<file path="config.mk">
export PLATFORM = sky130hd
export DESIGN_NAME = utf8_stream_decoder_unit
export DESIGN_NICKNAME = d
export VERILOG_FILES = /design/src/sv/u8sd_pkg.sv /design/src/sv/utf8_stream_decoder_unit.sv /design/src/sv/u8sd_front.sv /design/src/sv/u8sd_cmd_fifo.sv /design/src/sv/u8sd_back.sv
export SDC_FILE = /design/constraint.sdc
export NUM_CORES = 1
export LEC_CHECK = 0
export BUFFER_PORTS_ARGS = -buffer_cell sky130_fd_sc_hd__buf_4
export CAP_MARGIN = 20
export CORE_UTILIZATION = 60
export DETAILED_ROUTE_END_ITERATION = 12
export PLACE_DENSITY = 0.79
export SKIP_CTS_REPAIR_TIMING = 1
export SLEW_MARGIN = 20
export SYNTH_ARGS = -nofsm -noshare
export SYNTH_HDL_FRONTEND = slang
export SYNTH_SLANG_ARGS = --single-unit
</file>
<file path="constraint.sdc">
create_clock -name clk -period 7.09 [get_ports clk]
set_input_delay 0.3545 -clock clk [delete_from_list [all_inputs] [get_ports clk]]
set_output_delay 0.3545 -clock clk [all_outputs]
set_load 0.005 [all_outputs]
</file>
<file path="src/sv/u8sd_pkg.sv">
// ----------------------------------------------------------------------------
// u8sd_pkg
// Shared types and constants for the UTF-8 stream decoder: the classified
// byte command that the front end hands to the back end, and the code
// constants both sides use.
// ----------------------------------------------------------------------------
package u8sd_pkg;

  localparam int unsigned BYTE_W = 8;
  localparam int unsigned CP_W   = 21;

  // Command queue between classifier and decoder
  localparam int unsigned CMD_DEPTH = 4;
  localparam int unsigned CMD_PTR_W = $clog2(CMD_DEPTH);
  localparam int unsigned CMD_CNT_W = $clog2(CMD_DEPTH + 1);

  localparam logic [CP_W-1:0]   REPLACEMENT_CP = 21'h00FFFD;
  localparam logic [CP_W-1:0]   MAX_SCALAR     = 21'h10FFFF;
  localparam logic [BYTE_W-1:0] MIN_LEAD2      = 8'hC2;

  typedef enum logic [1:0] {
    CMD_ASCII    = 2'd0,  // 00..7F
    CMD_LEAD     = 2'd1,  // valid 2/3/4-byte lead
    CMD_BAD_LEAD = 2'd2,  // C0, C1, F8..FF
    CMD_CONT     = 2'd3   // 80..BF
  } cmd_kind_t;

  typedef struct packed {
    cmd_kind_t   kind;
    logic [6:0]  data;   // ASCII value, lead payload or 6 continuation bits
    logic [1:0]  cnt;    // continuation bytes due after a lead
  } cmd_t;

endpackage

</file>
<file path="src/sv/utf8_stream_decoder_unit.sv">
// ----------------------------------------------------------------------------
// utf8_stream_decoder_unit
// Data path: an accepted byte is written to the command queue; the decoder
//   takes it and writes any result to the output buffer, read at the ports.
// Throughput: one byte per cycle while the command queue is not full.
// Reset (rst_n low, synchronous) empties both queues and clears the
//   partial code point and continuation count.
// ----------------------------------------------------------------------------
module utf8_stream_decoder_unit (
  input  logic                         clk,
  input  logic                         rst_n,
  input  logic                         push,
  output logic                         full,
  input  logic [u8sd_pkg::BYTE_W-1:0]  in_byte_in,
  output logic                         empty,
  input  logic                         pop,
  output logic [u8sd_pkg::CP_W-1:0]    out_code_point,
  output logic                         out_bad_sequence
);

  u8sd_pkg::cmd_t wr_cmd, rd_cmd;
  logic           cmd_wr, cmd_empty, cmd_take;

  u8sd_front u_front (
    .push       (push),
    .full       (full),
    .in_byte_in (in_byte_in),
    .cmd_wr     (cmd_wr),
    .cmd        (wr_cmd)
  );

  u8sd_cmd_fifo u_cmd_fifo (
    .clk    (clk),
    .rst_n  (rst_n),
    .wr_en  (cmd_wr),
    .wr_cmd (wr_cmd),
    .full   (full),
    .rd_en  (cmd_take),
    .rd_cmd (rd_cmd),
    .empty  (cmd_empty)
  );

  u8sd_back u_back (
    .clk              (clk),
    .rst_n            (rst_n),
    .cmd_valid        (!cmd_empty),
    .cmd              (rd_cmd),
    .cmd_take         (cmd_take),
    .out_code_point   (out_code_point),
    .out_bad_sequence (out_bad_sequence),
    .empty            (empty),
    .pop              (pop)
  );

endmodule

</file>
<file path="src/sv/u8sd_front.sv">
// ----------------------------------------------------------------------------
// u8sd_front
// Byte classifier. Sorts each accepted byte into ASCII, lead, bad lead or
// continuation and strips the marker bits, producing one queue command.
// ----------------------------------------------------------------------------
module u8sd_front (
  input  logic                       push,
  input  logic                       full,
  input  logic [u8sd_pkg::BYTE_W-1:0] in_byte_in,
  output logic                       cmd_wr,
  output u8sd_pkg::cmd_t             cmd
);

  assign cmd_wr = push && !full;

  always_comb begin
    cmd.kind = u8sd_pkg::CMD_BAD_LEAD;
    cmd.data = 7'd0;
    cmd.cnt  = 2'd0;
    if (!in_byte_in[7]) begin
      cmd.kind = u8sd_pkg::CMD_ASCII;
      cmd.data = in_byte_in[6:0];
    end else if (in_byte_in[7:6] == 2'b10) begin
      cmd.kind = u8sd_pkg::CMD_CONT;
      cmd.data = {1'b0, in_byte_in[5:0]};
    end else if (in_byte_in[7:5] == 3'b110) begin
      // C0/C1 would only encode ASCII values
      if (in_byte_in >= u8sd_pkg::MIN_LEAD2) begin
        cmd.kind = u8sd_pkg::CMD_LEAD;
        cmd.data = {2'b00, in_byte_in[4:0]};
        cmd.cnt  = 2'd1;
      end
    end else if (in_byte_in[7:4] == 4'b1110) begin
      cmd.kind = u8sd_pkg::CMD_LEAD;
      cmd.data = {3'b000, in_byte_in[3:0]};
      cmd.cnt  = 2'd2;
    end else if (in_byte_in[7:3] == 5'b11110) begin
      cmd.kind = u8sd_pkg::CMD_LEAD;
      cmd.data = {4'b0000, in_byte_in[2:0]};
      cmd.cnt  = 2'd3;
    end
  end

endmodule

</file>
<file path="src/sv/u8sd_cmd_fifo.sv">
// ----------------------------------------------------------------------------
// u8sd_cmd_fifo
// Short command queue decoupling the classifier from the decoder.
// ----------------------------------------------------------------------------
module u8sd_cmd_fifo (
  input  logic           clk,
  input  logic           rst_n,
  input  logic           wr_en,
  input  u8sd_pkg::cmd_t wr_cmd,
  output logic           full,
  input  logic           rd_en,
  output u8sd_pkg::cmd_t rd_cmd,
  output logic           empty
);

  u8sd_pkg::cmd_t                       mem_r [u8sd_pkg::CMD_DEPTH];
  logic [u8sd_pkg::CMD_PTR_W-1:0]       wr_ptr_r, wr_ptr_nxt;
  logic [u8sd_pkg::CMD_PTR_W-1:0]       rd_ptr_r, rd_ptr_nxt;
  logic [u8sd_pkg::CMD_CNT_W-1:0]       cnt_r, cnt_nxt;
  logic                                 do_wr, do_rd;

  localparam logic [u8sd_pkg::CMD_CNT_W-1:0] DEPTH_C =
    u8sd_pkg::CMD_CNT_W'(u8sd_pkg::CMD_DEPTH);
  localparam logic [u8sd_pkg::CMD_PTR_W-1:0] LAST_C =
    u8sd_pkg::CMD_PTR_W'(u8sd_pkg::CMD_DEPTH - 1);

  assign full   = (cnt_r == DEPTH_C);
  assign empty  = (cnt_r == '0);
  assign rd_cmd = mem_r[rd_ptr_r];
  assign do_wr  = wr_en && !full;
  assign do_rd  = rd_en && !empty;

  always_comb begin
    wr_ptr_nxt = wr_ptr_r;
    rd_ptr_nxt = rd_ptr_r;
    cnt_nxt    = cnt_r;
    if (do_wr) begin
      wr_ptr_nxt = (wr_ptr_r == LAST_C) ? '0 : wr_ptr_r + 1'b1;
    end
    if (do_rd) begin
      rd_ptr_nxt = (rd_ptr_r == LAST_C) ? '0 : rd_ptr_r + 1'b1;
    end
    if (do_wr && !do_rd) begin
      cnt_nxt = cnt_r + 1'b1;
    end else if (do_rd && !do_wr) begin
      cnt_nxt = cnt_r - 1'b1;
    end
  end

  always_ff @(posedge clk) begin
    if (!rst_n) begin
      wr_ptr_r <= '0;
      rd_ptr_r <= '0;
      cnt_r    <= '0;
    end else begin
      wr_ptr_r <= wr_ptr_nxt;
      rd_ptr_r <= rd_ptr_nxt;
      cnt_r    <= cnt_nxt;
    end
  end

  always_ff @(posedge clk) begin
    if (do_wr) begin
      mem_r[wr_ptr_r] <= wr_cmd;
    end
  end

endmodule

</file>
<file path="src/sv/u8sd_back.sv">
// ----------------------------------------------------------------------------
// u8sd_back
// Decoder proper: holds the partial code point and the count of
// continuation bytes due, executes one command per cycle while its output
// buffer is not full and queues the results in that two-entry buffer.
// ----------------------------------------------------------------------------
module u8sd_back (
  input  logic                         clk,
  input  logic                         rst_n,
  input  logic                         cmd_valid,
  input  u8sd_pkg::cmd_t               cmd,
  output logic                         cmd_take,
  output logic [u8sd_pkg::CP_W-1:0]    out_code_point,
  output logic                         out_bad_sequence,
  output logic                         empty,
  input  logic                         pop
);

  logic [u8sd_pkg::CP_W-1:0] pv_r, pv_nxt;
  logic [1:0]                br_r, br_nxt;

  logic [u8sd_pkg::CP_W-1:0] ob_cp_r  [2];
  logic                      ob_bad_r [2];
  logic                      ob_wr_r, ob_rd_r;
  logic [1:0]                ob_cnt_r, ob_cnt_nxt;

  logic                      emit, emit_bad;
  logic [u8sd_pkg::CP_W-1:0] emit_cp, shifted;
  logic                      ob_push, ob_pop;

  assign cmd_take = cmd_valid && (ob_cnt_r != 2'd2);
  assign shifted  = {pv_r[14:0], cmd.data[5:0]};

  always_comb begin
    pv_nxt   = pv_r;
    br_nxt   = br_r;
    emit     = 1'b0;
    emit_bad = 1'b0;
    emit_cp  = u8sd_pkg::REPLACEMENT_CP;
    case (cmd.kind)
      u8sd_pkg::CMD_ASCII: begin
        pv_nxt  = '0;
        br_nxt  = 2'd0;
        emit    = 1'b1;
        emit_cp = {14'd0, cmd.data};
      end
      u8sd_pkg::CMD_LEAD: begin
        // a pending sequence is dropped without a result
        pv_nxt = {14'd0, cmd.data};
        br_nxt = cmd.cnt;
      end
      u8sd_pkg::CMD_BAD_LEAD: begin
        br_nxt   = 2'd0;
        emit     = 1'b1;
        emit_bad = 1'b1;
      end
      u8sd_pkg::CMD_CONT: begin
        if (br_r == 2'd0) begin
          emit     = 1'b1;
          emit_bad = 1'b1;
        end else begin
          br_nxt = br_r - 2'd1;
          pv_nxt = shifted;
          if (br_r == 2'd1) begin
            pv_nxt = '0;
            emit   = 1'b1;
            if (shifted > u8sd_pkg::MAX_SCALAR) begin
              emit_bad = 1'b1;
            end else begin
              emit_cp = shifted;
            end
          end
        end
      end
      default: begin
        br_nxt = br_r;
      end
    endcase
  end

  assign ob_push = cmd_take && emit;
  assign ob_pop  = pop && (ob_cnt_r != 2'd0);

  always_comb begin
    ob_cnt_nxt = ob_cnt_r;
    if (ob_push && !ob_pop) begin
      ob_cnt_nxt = ob_cnt_r + 2'd1;
    end else if (ob_pop && !ob_push) begin
      ob_cnt_nxt = ob_cnt_r - 2'd1;
    end
  end

  assign empty            = (ob_cnt_r == 2'd0);
  assign out_code_point   = ob_cp_r[ob_rd_r];
  assign out_bad_sequence = ob_bad_r[ob_rd_r];

  always_ff @(posedge clk) begin
    if (!rst_n) begin
      pv_r     <= '0;
      br_r     <= 2'd0;
      ob_wr_r  <= 1'b0;
      ob_rd_r  <= 1'b0;
      ob_cnt_r <= 2'd0;
    end else begin
      if (cmd_take) begin
        pv_r <= pv_nxt;
        br_r <= br_nxt;
      end
      if (ob_push) begin
        ob_wr_r <= ~ob_wr_r;
      end
      if (ob_pop) begin
        ob_rd_r <= ~ob_rd_r;
      end
      ob_cnt_r <= ob_cnt_nxt;
    end
  end

  always_ff @(posedge clk) begin
    if (ob_push) begin
      ob_cp_r[ob_wr_r]  <= emit_cp;
      ob_bad_r[ob_wr_r] <= emit_bad;
    end
  end

  a_ob_cnt_bound: assert property (@(posedge clk) disable iff (!rst_n)
    ob_cnt_r != 2'd3)
    else $error("output buffer count overflow");

  a_bad_is_repl: assert property (@(posedge clk) disable iff (!rst_n)
    (!empty && out_bad_sequence) |-> (out_code_point == u8sd_pkg::REPLACEMENT_CP))
    else $error("bad result without replacement code point");

  a_ascii_clears: assert property (@(posedge clk) disable iff (!rst_n)
    (cmd_take && cmd.kind == u8sd_pkg::CMD_ASCII) |=> (br_r == 2'd0))
    else $error("ASCII byte left a sequence pending");

  a_lead_loads: assert property (@(posedge clk) disable iff (!rst_n)
    (cmd_take && cmd.kind == u8sd_pkg::CMD_LEAD) |=> (br_r == $past(cmd.cnt)))
    else $error("lead byte did not load continuation count");

endmodule

</file>
Yosys cells after proc, flatten, opt, wreduce, memory -nomap -nowiden. Memories as Yosys holds them, arrays and structs flattened. A register that Yosys moved wholly into a read port is not among the register bits. Index checks and enable logic that the tools add are counted.

Add/sub/neg operators: 7. Equal/unequal tests: 13. Bitwise operators: 2. Multiplexer cells: 40. Magnitude comparators: 2. Reductions and logical operators: 27.

Operators by type and width (number): $mux W21 (3); $pmux W15 S3 (1); $mux W11 (4); $pmux W21 S2 (1); $mux W15 (2); $gt A21 B21 Y1 const B (1); $mux W2 (9); $mux W9 (2); $mux W1 (13); $eq A2 B2 Y1 const B (5); $logic_and A1 B1 Y1 (10); $ge A8 B8 Y1 const B (1); $add A2 B1 Y2 const B (3); $eq A3 B3 Y1 const B (2); $logic_not A1 Y1 (6); $logic_not A2 Y1 (3); $mux W3 (2); $pmux W2 S3 (1); $reduce_bool A2 Y1 (3); $eq A5 B5 Y1 const B (1); $eq A2 B1 Y1 const B (2); $eq A4 B4 Y1 const B (1); $ne A2 B2 Y1 const B (2); $pmux W1 S2 (2); 9 further kinds (11).

RAM bits: 88. Word-level logic and storage cells: 102. Bits in registers: 28. Input port bits: 12. Memories: 3. Output and inout bits: 24.

Memory list: u_cmd_fifo.mem_r (words 4, width 11, read ports 1, clocked after memory_dff 1, wr ports 1, line u8sd_cmd_fifo.sv:16) `u8sd_pkg::cmd_t mem_r [u8sd_pkg::CMD_DEPTH];`; u_back.ob_cp_r (words 2, width 21, read ports 1, clocked after memory_dff 1, wr ports 1, line u8sd_back.sv:22) `logic [u8sd_pkg::CP_W-1:0] ob_cp_r [2];`; u_back.ob_bad_r (words 2, width 1, read ports 1, clocked after memory_dff 1, wr ports 1, line u8sd_back.sv:23) `logic ob_bad_r [2];`.

Logic depth before layout (Yosys ltp). Gate-level depths: netlist of run 1.

Word-level depth: 9. Mapped depth: 10. Gate-level depth less buffers: 9.

By module. Synthesis of run 1 repeated with hierarchy kept, for this count alone.

Cell total of the unflattened synthesis: 361. Area total of the unflattened synthesis: 5097.4 sq um.

By module, submodules not included: u8sd_back (sequential area each 1761.7 sq um, area an instance 2896.5 sq um, instances 1, cells each 229); u8sd_cmd_fifo (sequential area each 1501.4 sq um, area an instance 2060.7 sq um, instances 1, cells each 108); u8sd_front (sequential area each 0.0 sq um, area an instance 136.4 sq um, instances 1, cells each 23); utf8_stream_decoder_unit (sequential area each 0.0 sq um, area an instance 3.8 sq um, instances 1, cells each 1).

Least setup slack after synthesis of run 1. No wires, ideal clock.

Path kind: register to register. Start: register with a tool-made name. End: memory u_back.ob_bad_r[0], enable pin. Required time: 6.687 ns. Buffers on the path: 1. Setup time: 0.403 ns. Cell stages (with the launch flop): 8. Path slack: 3.495 ns. Arrival time: 3.192 ns. Clock period less this slack: 3.595 ns. Path through: dfxtp_1 > buf_2 > mux4_2 > inv_1 > ha_1 > nor2_1 > a2111oi_2 > nor2b_1.

RTL lines (line): to (decl) (u8sd_back.sv:23).

==> metrics.log, run 1 <==
[metrics] R2R Path End: u_back.ob_cp_r[1][4]
[metrics] layout-stage area growth over the synthesis result: 18.06%
[metrics] quantity of I/O buffers inserted on ports: 35
[metrics] number of instances in the synthesized netlist: 373
[metrics] Vias: 3043
[metrics] n_diodes: 0
[metrics] crit path time final: 4070 ps
[metrics] top cell type's share of synthesized area: 51.61%
[metrics] max frequency: 245.7 MHz
[metrics] hold crit path type: in -> reg
[metrics] Inst Count DP: 500
[metrics] worst slack, placed: 2955 ps
[metrics] die height: 94.38 um
[metrics] maximum count of clock buffers along a single path: 2
[metrics] placeable core region: 8217 um2
[metrics] post-route antenna net violation count: 0
[metrics] P per Cell Area: 450.5 nW/um2
[metrics] clock-pin slew on the worst setup and hold paths: 60 ps
[metrics] endpoint kind of the worst setup timing path: register
[metrics] CTS buffer count: 17
[metrics] Async S/R FF share, synth: 0%
[metrics] Primary FF master, synth: sky130_fd_sc_hd__edfxtp_1
[metrics] portion of the clock cycle consumed by the worst path in the final layout: 57.41%
[metrics] synth top area cells: sky130_fd_sc_hd__edfxtp_1 (52%), sky130_fd_sc_hd__dfxtp_1 (12%), sky130_fd_sc_hd__mux2_2 (5.1%)
[metrics] clock root buffer master: sky130_fd_sc_hd__clkbuf_8
[metrics] # setup viols final: 0
[metrics] overall die area: 8907 um2
[metrics] reported max-cap violation count: 0
[metrics] fill cell count: 529
[metrics] destination of the critical timing path: u_back.ob_cp_r[1][4]
[metrics] result of the run: finished clean
[metrics] setup slack on the worst flop-to-flop path: 3020 ps
[metrics] ratio of cells with drive above 1 in the final layout: 24.82%
[metrics] most numerous cell types in the synthesized netlist: sky130_fd_sc_hd__edfxtp_1 (88), sky130_fd_sc_hd__nand2_1 (44), sky130_fd_sc_hd__dfxtp_1 (31)
[metrics] global router's overall resource usage: 22.57%
[metrics] WL per Instance: 16.61 um
[metrics] headroom to the max-slew limit: 32.64%
[metrics] Max Fanout on Critical Path: 27
[metrics] unrepaired setup endpoints after global routing: no
[metrics] clock tree from TritonCTS: yes
[metrics] library cell with the highest instance count after synthesis: sky130_fd_sc_hd__edfxtp_1
[metrics] largest net degree at the start of global routing: 28
[metrics] post-route setup slack: 3020 ps
[metrics] nature of the critical path startpoint: register
[metrics] number of warnings reported in the yosys synthesis log: 0
[metrics] starting density of the core: 62.31%
[metrics] count of pins over their slew limit: 0
[metrics] distinct cell type count of the synthesized netlist: 46
[metrics] number of H-tree levels: 4
[metrics] detailed router's first-iteration violation count: 151
[metrics] Cells on Worst Hold Path: 3
[metrics] reported leakage power: 2.195 nW
[metrics] Setup CP Type: reg -> reg
[metrics] initial antenna violation count: 0
[metrics] number of synthesized register bits: 119
[metrics] Final Hold Vio Count: 0
[metrics] final routed wirelength across all metal layers: 8837 um
[metrics] EDFF count, synth: 88
[metrics] area taken by multi-input logic gates: 1699 um2
[metrics] Row Count: 33
[metrics] peak supply drop: 0.2314 mV
[metrics] leading area contributor after synthesis: sky130_fd_sc_hd__edfxtp_1
[metrics] die outline width: 94.38 um
[metrics] per-instance average area after synthesis: 13.73 um2
[metrics] NumNets Final: 440
[metrics] global-route wire length before repair: 14440 um
[metrics] slew at the pin with the worst max-slew slack: 1010 ps
[metrics] number of nets produced by synthesis: 399
[metrics] worst endpoint required time: 7220 ps
[metrics] Layout Cells excl Fill: 532
[metrics] Remaining Overflow, GRT: 0
[metrics] Reg2Reg Depth: 5
[metrics] proportion of synthesized chip area in sequential cells: 63.73%
[metrics] length of the first detailed-routing pass in iterations: 4
[metrics] final weighted congestion of routability-driven global placement: 0.7509
[metrics] cell area after technology mapping: 5120 um2
[metrics] vias in the first global route: 3049
[metrics] critical path data arrival time: 4200 ps
[metrics] detailed-route DRC error count: 0
[metrics] DP HPWL: 5644 um
[metrics] IO Pins: 36
[metrics] TritonCTS Sinks: 119
[metrics] clock latency on the worst-skew pair: 510 ps
[metrics] final setup skew: 5.060 ps
[metrics] detail-routed via count per cell: 5.720
[metrics] area taken by flip-flops and latches: 3263 um2
[metrics] Setup TNS Final: 0 ps
-- report_power, final --
group / internal [mW] / switching (mW) / leakage, nW
combinational: 0.387 / 0.441 / 0.857
clock: 0.509 / 0.319 / 0.284
sequential: 0.965 / 0.102 / 1.05
total: 1.86 / 0.862 / 2.19
-- through the flow --
| stage | utilization [%] | total power [mW] | area (um2) | hold WS [ps] |
|---|---|---|---|---|
| floorplan | - | 1.639 | 5120 | 438.3 |
| global placement | 66.41 | 1.863 | 5456 | 450.8 |
| detailed placement | 66.41 | 1.894 | 5456 | 464.6 |
| CTS | 73.50 | 2.744 | 6040 | 98.27 |
| global route | 73.56 | 2.874 | 6045 | 148.6 |
| finish | 73.56 | 2.723 | 6045 | 125.5 |
-- kinds of logic (layout without fill, tap and decap cells) --
group	Yosys count	in the layout	share of synthesized area, %
compound gates	53	53	7.282
xor+xnor	5	5	0.8553
fa+ha+maj	14	14	3.568
buf+inv	41	95	3.226
flops	119	119	63.73
mux	45	45	12.05
simple gates	96	96	9.286
-- sequential cells by signal (all words and copies together) (netlist names), 2 cells and up, named ones only --
register and count:
u_back.br_r 2, u_back.ob_bad_r 2, u_back.ob_cnt_r 2, u_back.ob_cp_r 42, u_back.pv_r 15, u_cmd_fifo.cnt_r 3, u_cmd_fifo.mem_r 44, u_cmd_fifo.rd_ptr_r 2
u_cmd_fifo.wr_ptr_r 2
-- how the worst min path moves through the flow --
stage | from | to | slack [ps]
2_1_floorplan | u_back.pv_r[9] | u_back.pv_r[9] | 440
3_3_place_gp | u_back.pv_r[9] | u_back.pv_r[9] | 450
3_5_place_dp | u_back.pv_r[0] | u_back.pv_r[0] | 460
4_1_cts | push | u_cmd_fifo.wr_ptr_r[1] | 100
5_1_grt | push | u_cmd_fifo.wr_ptr_r[1] | 150
6_report | push | u_cmd_fifo.wr_ptr_r[1] | 130
-- per-layer routing --
metal  GRT usage (%)  up-vias  part of all wire [%]
met4           12.82        0                   2.3
met2           39.55       81                    53
met5               0        -                     0
met1           24.06     1469                    41
met3           6.924       20                   4.5
li1                -     1473                     -
-- area by class of cell --
class / count / area share (%)
Timing Repair Buffer: 35 / 4.347
Sequential cell: 119 / 53.98
Multi-Input combinational cell: 213 / 28.11
Inverter: 28 / 1.739
Clock buffer: 17 / 6.852
Tap cell: 105 / 2.173
Clock inverter: 15 / 2.794
-- worst max-delay path: stages (launching register included) --
cell and delay, ps:
sky130_fd_sc_hd__dfxtp_1 830, sky130_fd_sc_hd__mux4_2 390, sky130_fd_sc_hd__ha_1 710, sky130_fd_sc_hd__o21ai_0 250
sky130_fd_sc_hd__a2111oi_2 610, sky130_fd_sc_hd__and2_1 880
-- cell usage in the layout, fill, tap and decap left out, types with 11 or more instances in the layout --
cell type / Yosys / routed
sky130_fd_sc_hd__o21ai_0: 17 / 17
sky130_fd_sc_hd__edfxtp_1: 88 / 88
sky130_fd_sc_hd__mux4_2: 11 / 11
sky130_fd_sc_hd__mux2i_1: 11 / 11
sky130_fd_sc_hd__ha_1: 13 / 13
sky130_fd_sc_hd__inv_1: 28 / 28
sky130_fd_sc_hd__dfxtp_1: 31 / 31
sky130_fd_sc_hd__mux2_2: 23 / 23
sky130_fd_sc_hd__buf_4: 0 / 35
sky130_fd_sc_hd__nand2_1: 44 / 44
sky130_fd_sc_hd__and2_1: 13 / 13
sky130_fd_sc_hd__clkbuf_16: 0 / 16
sky130_fd_sc_hd__nor2_1: 12 / 12
Power figures use the tool's default switching activity.
==> run 2, diff against run 1 <==
clock period = 4.1 ns   (was 7.09 ns; I/O delays follow)
==> run 2 against run 1 <==
  * Setup slack worse by 2000 ps
  * Highest routed layer unchanged
  * Critical path type unchanged
  * Die area is the same
  * Core utilization hardly changed
  * Worst hold slack got worse by 93 ps
  * Clock skew is 4.3 ps higher
  * Critical path depth rose by 3
==> metrics.log, run 2 (synthesis results as in run 1) <==
[metrics] result of the run: finished clean
[metrics] detailed router's first-iteration violation count: 181 (+20%)
[metrics] layout-stage area growth over the synthesis result: 18.13% (about the same)
[metrics] nature of the critical path startpoint: register
[metrics] critical path data arrival time: 3540 ps (-660 ps)
[metrics] clock latency on the worst-skew pair: 510 ps (about the same)
[metrics] largest net degree at the start of global routing: 27 (-3.6%)
[metrics] cell chain of the critical path: mux4_2, ha_1, buf_4, o21ai_0, a2111oi_2, ha_1, or3_1, a21oi_1
[metrics] Placement Cell Area: 5487 um2 (+0.55%)
[metrics] most used cell, CP: sky130_fd_sc_hd__ha_1
[metrics] reported leakage power: 2.194 nW (about the same)
[metrics] detailed-route DRC error count: 0 (unchanged)
[metrics] die height: 94.38 um (unchanged)
[metrics] length of the first detailed-routing pass in iterations: 5 (+1)
[metrics] register with the most flip-flops: u_cmd_fifo.mem_r
[metrics] IO Pins: 36 (unchanged)
[metrics] Remaining Overflow, GRT: 0 (unchanged)
[metrics] max frequency: 321.7 MHz (+31%)
[metrics] global router's overall resource usage: 22.25% (-0.31 points)
[metrics] count of pins over their slew limit: 0 (unchanged)
[metrics] crit path time final: 3109 ps (-961.9 ps)
[metrics] Max Fanout on Critical Path: 26 (-3.7%)
[metrics] unrepaired setup endpoints after global routing: no
[metrics] area taken by multi-input logic gates: 1702 um2 (+0.15%)
[metrics] post-route antenna net violation count: 0 (unchanged)
[metrics] Setup TNS Final: 0 ps (unchanged)
[metrics] DP HPWL: 5642 um (about the same)
[metrics] Sw Ratio: 31.90% (+0.23 points)
[metrics] number of H-tree levels: 4 (unchanged)
[metrics] ratio of cells with drive above 1 in the final layout: 25.23% (+0.41 points)
[metrics] final routed wirelength across all metal layers: 8782 um (-0.62%)
[metrics] quantity of I/O buffers inserted on ports: 35 (unchanged)
[metrics] vias in the first global route: 3088 (+1.3%)
[metrics] Reg2Reg Depth: 8 (+3)
[metrics] clock-pin slew on the worst setup and hold paths: 60 ps (about the same)
[metrics] starting density of the core: 62.31% (unchanged)
[metrics] overall die area: 8907 um2 (unchanged)
[metrics] clock root buffer master: sky130_fd_sc_hd__clkbuf_8
[metrics] fill cell count: 503 (-4.9%)
[metrics] clock tree from TritonCTS: yes
[metrics] headroom to the max-slew limit: 36.45% (+3.8 points)
[metrics] beginning of the worst hold path: rst_n
[metrics] Final Hold Vio Count: 0 (unchanged)
[metrics] reported max-cap violation count: 0 (unchanged)
[metrics] global-route wire length before repair: 14520 um (+0.57%)
[metrics] registers with the most flip-flops: u_cmd_fifo.mem_r: 44 flops, u_back.ob_cp_r: 42 flops, u_back.pv_r: 15 flops
[metrics] die outline width: 94.38 um (unchanged)
[metrics] endpoint kind of the worst setup timing path: register
[metrics] internal power: 3.156 mW (+70%)
[metrics] P per Cell Area: 766.2 nW/um2 (+70%)
[metrics] clock share of power: 29.0% (-1.4 points)
[metrics] destination of the critical timing path: u_back.ob_cnt_r[1]
[metrics] most common cell after layout, fill and taps aside: sky130_fd_sc_hd__edfxtp_1
[metrics] portion of the clock cycle consumed by the worst path in the final layout: 75.82% (+18 points)
[metrics] longest individual stage delay on the worst path: 690 ps (-190 ps)
[metrics] highest-count cells in the layout ignoring fill and taps: sky130_fd_sc_hd__edfxtp_1 (88), sky130_fd_sc_hd__nand2_1 (44), sky130_fd_sc_hd__buf_4 (39)
[metrics] slew at the pin with the worst max-slew slack: 952.0 ps (-58.39 ps)
[metrics] R2R Path End: u_back.ob_cnt_r[1]
[metrics] initial antenna violation count: 0 (unchanged)
[metrics] area taken by flip-flops and latches: 3263 um2 (unchanged)
[metrics] Vias: 3083 (+1.3%)
[metrics] CP max-delay cell: sky130_fd_sc_hd__dfxtp_1
[metrics] Seq pwr share: 39.2% (about the same)
[metrics] detail-routed via count per cell: 5.741 (+0.37%)
[metrics] final setup skew: 9.358 ps (+4.298 ps)
[metrics] Setup CP Type: reg -> reg
[metrics] Comb power frac: 31.8% (+1.4 points)
[metrics] placeable core region: 8217 um2 (unchanged)
[metrics] setup slack on the worst flop-to-flop path: 990 ps (-2030 ps)
[metrics] worst endpoint required time: 4540 ps (-2680 ps)
[metrics] final weighted congestion of routability-driven global placement: 0.7479 (-0.40%)
[metrics] CTS buffer count: 17 (unchanged)
[metrics] peak supply drop: 0.4706 mV (+100%)
[metrics] WL per Instance: 16.35 um (-1.5%)
[metrics] reported net switching power: 1.478 mW (+71%)
[metrics] NumNets Final: 445 (+1.1%)
[metrics] final design area excluding fillers: 6048 um2 (about the same)
[metrics] n_diodes: 0 (unchanged)
[metrics] TritonCTS Sinks: 119 (unchanged)
[metrics] maximum count of clock buffers along a single path: 2 (unchanged)
[metrics] # setup viols final: 0 (unchanged)
[metrics] Row Count: 33 (unchanged)
[metrics] hold crit path type: in -> reg
[metrics] max reg flops: 44 (unchanged)
[run 2: changes by cell type in the layout (fill, tap and decap cells not counted), moves of 2 or more]
cell / change
sky130_fd_sc_hd__buf_4: +4
sky130_fd_sc_hd__clkinvlp_4: +2
sky130_fd_sc_hd__inv_6: -2
sky130_fd_sc_hd__inv_8: -2
[run 2: worst min path at each step]
| stage | slack [ps] | cells after the start | end |
|---|---|---|---|
| 6_report | 30 | 2 | u_back.pv_r[6] |
| 2_1_floorplan | 360 | 2 | u_back.ob_wr_r |
| 3_5_place_dp | 470 | 2 | u_back.pv_r[9] |
| 5_1_grt | 20 | 2 | u_back.pv_r[6] |
| 3_3_place_gp | 450 | 2 | u_back.pv_r[9] |
| 4_1_cts | -40 | 3 | u_cmd_fifo.wr_ptr_r[1] |
[run 2: through the flow]
step                      worst slack (ps)  hold slack, ps  std cells  utilization [%]  total power, mW
after floorplan                      504.6           359.8        373                -            2.834
after global placement                1058           452.9        504            66.77            3.247
after detailed placement             945.1           467.4        504            66.77            3.301
after CTS                            924.5          -35.93        536            73.40            4.653
after global routing                 706.6           18.03        537            73.61            4.890
final                                991.4           32.93        537            73.61            4.634
[run 2: power groups by stage]
stage | Clock [mW] | Combinational [mW] | Sequential (mW)
2_1_floorplan | 0 | 1.06 | 1.77
3_3_place_gp | 0 | 1.42 | 1.83
3_5_place_dp | 0 | 1.46 | 1.84
4_1_cts | 1.36 | 1.47 | 1.82
5_1_grt | 1.41 | 1.63 | 1.85
6_report | 1.34 | 1.47 | 1.82
[run 2: cell type report]
type / instances / share of cell area (%)
timing repair buffer: 40 / 5.006
sequential: 119 / 53.95
clock inverter: 14 / 2.089
inverter: 28 / 1.738
clock buffer: 18 / 6.909
multi-input combinational: 213 / 28.13
tap: 105 / 2.172
[run 2: routing by layer]
metal	track usage, %	up-vias	part of all wire, %
li1	-	1473	-
met1	26.57	1503	42
met2	36.35	89	51
met3	7.085	18	4.9
met4	11.28	0	2.3
met5	0	-	0
[run 2: critical path, delay by kind of cell (launching register included)]
family,cells,cell delay [ps]
mux,1,360
buf+inv,1,260
fa+ha+maj,2,520
compound gates,3,860
flops,1,690
simple gates,1,350
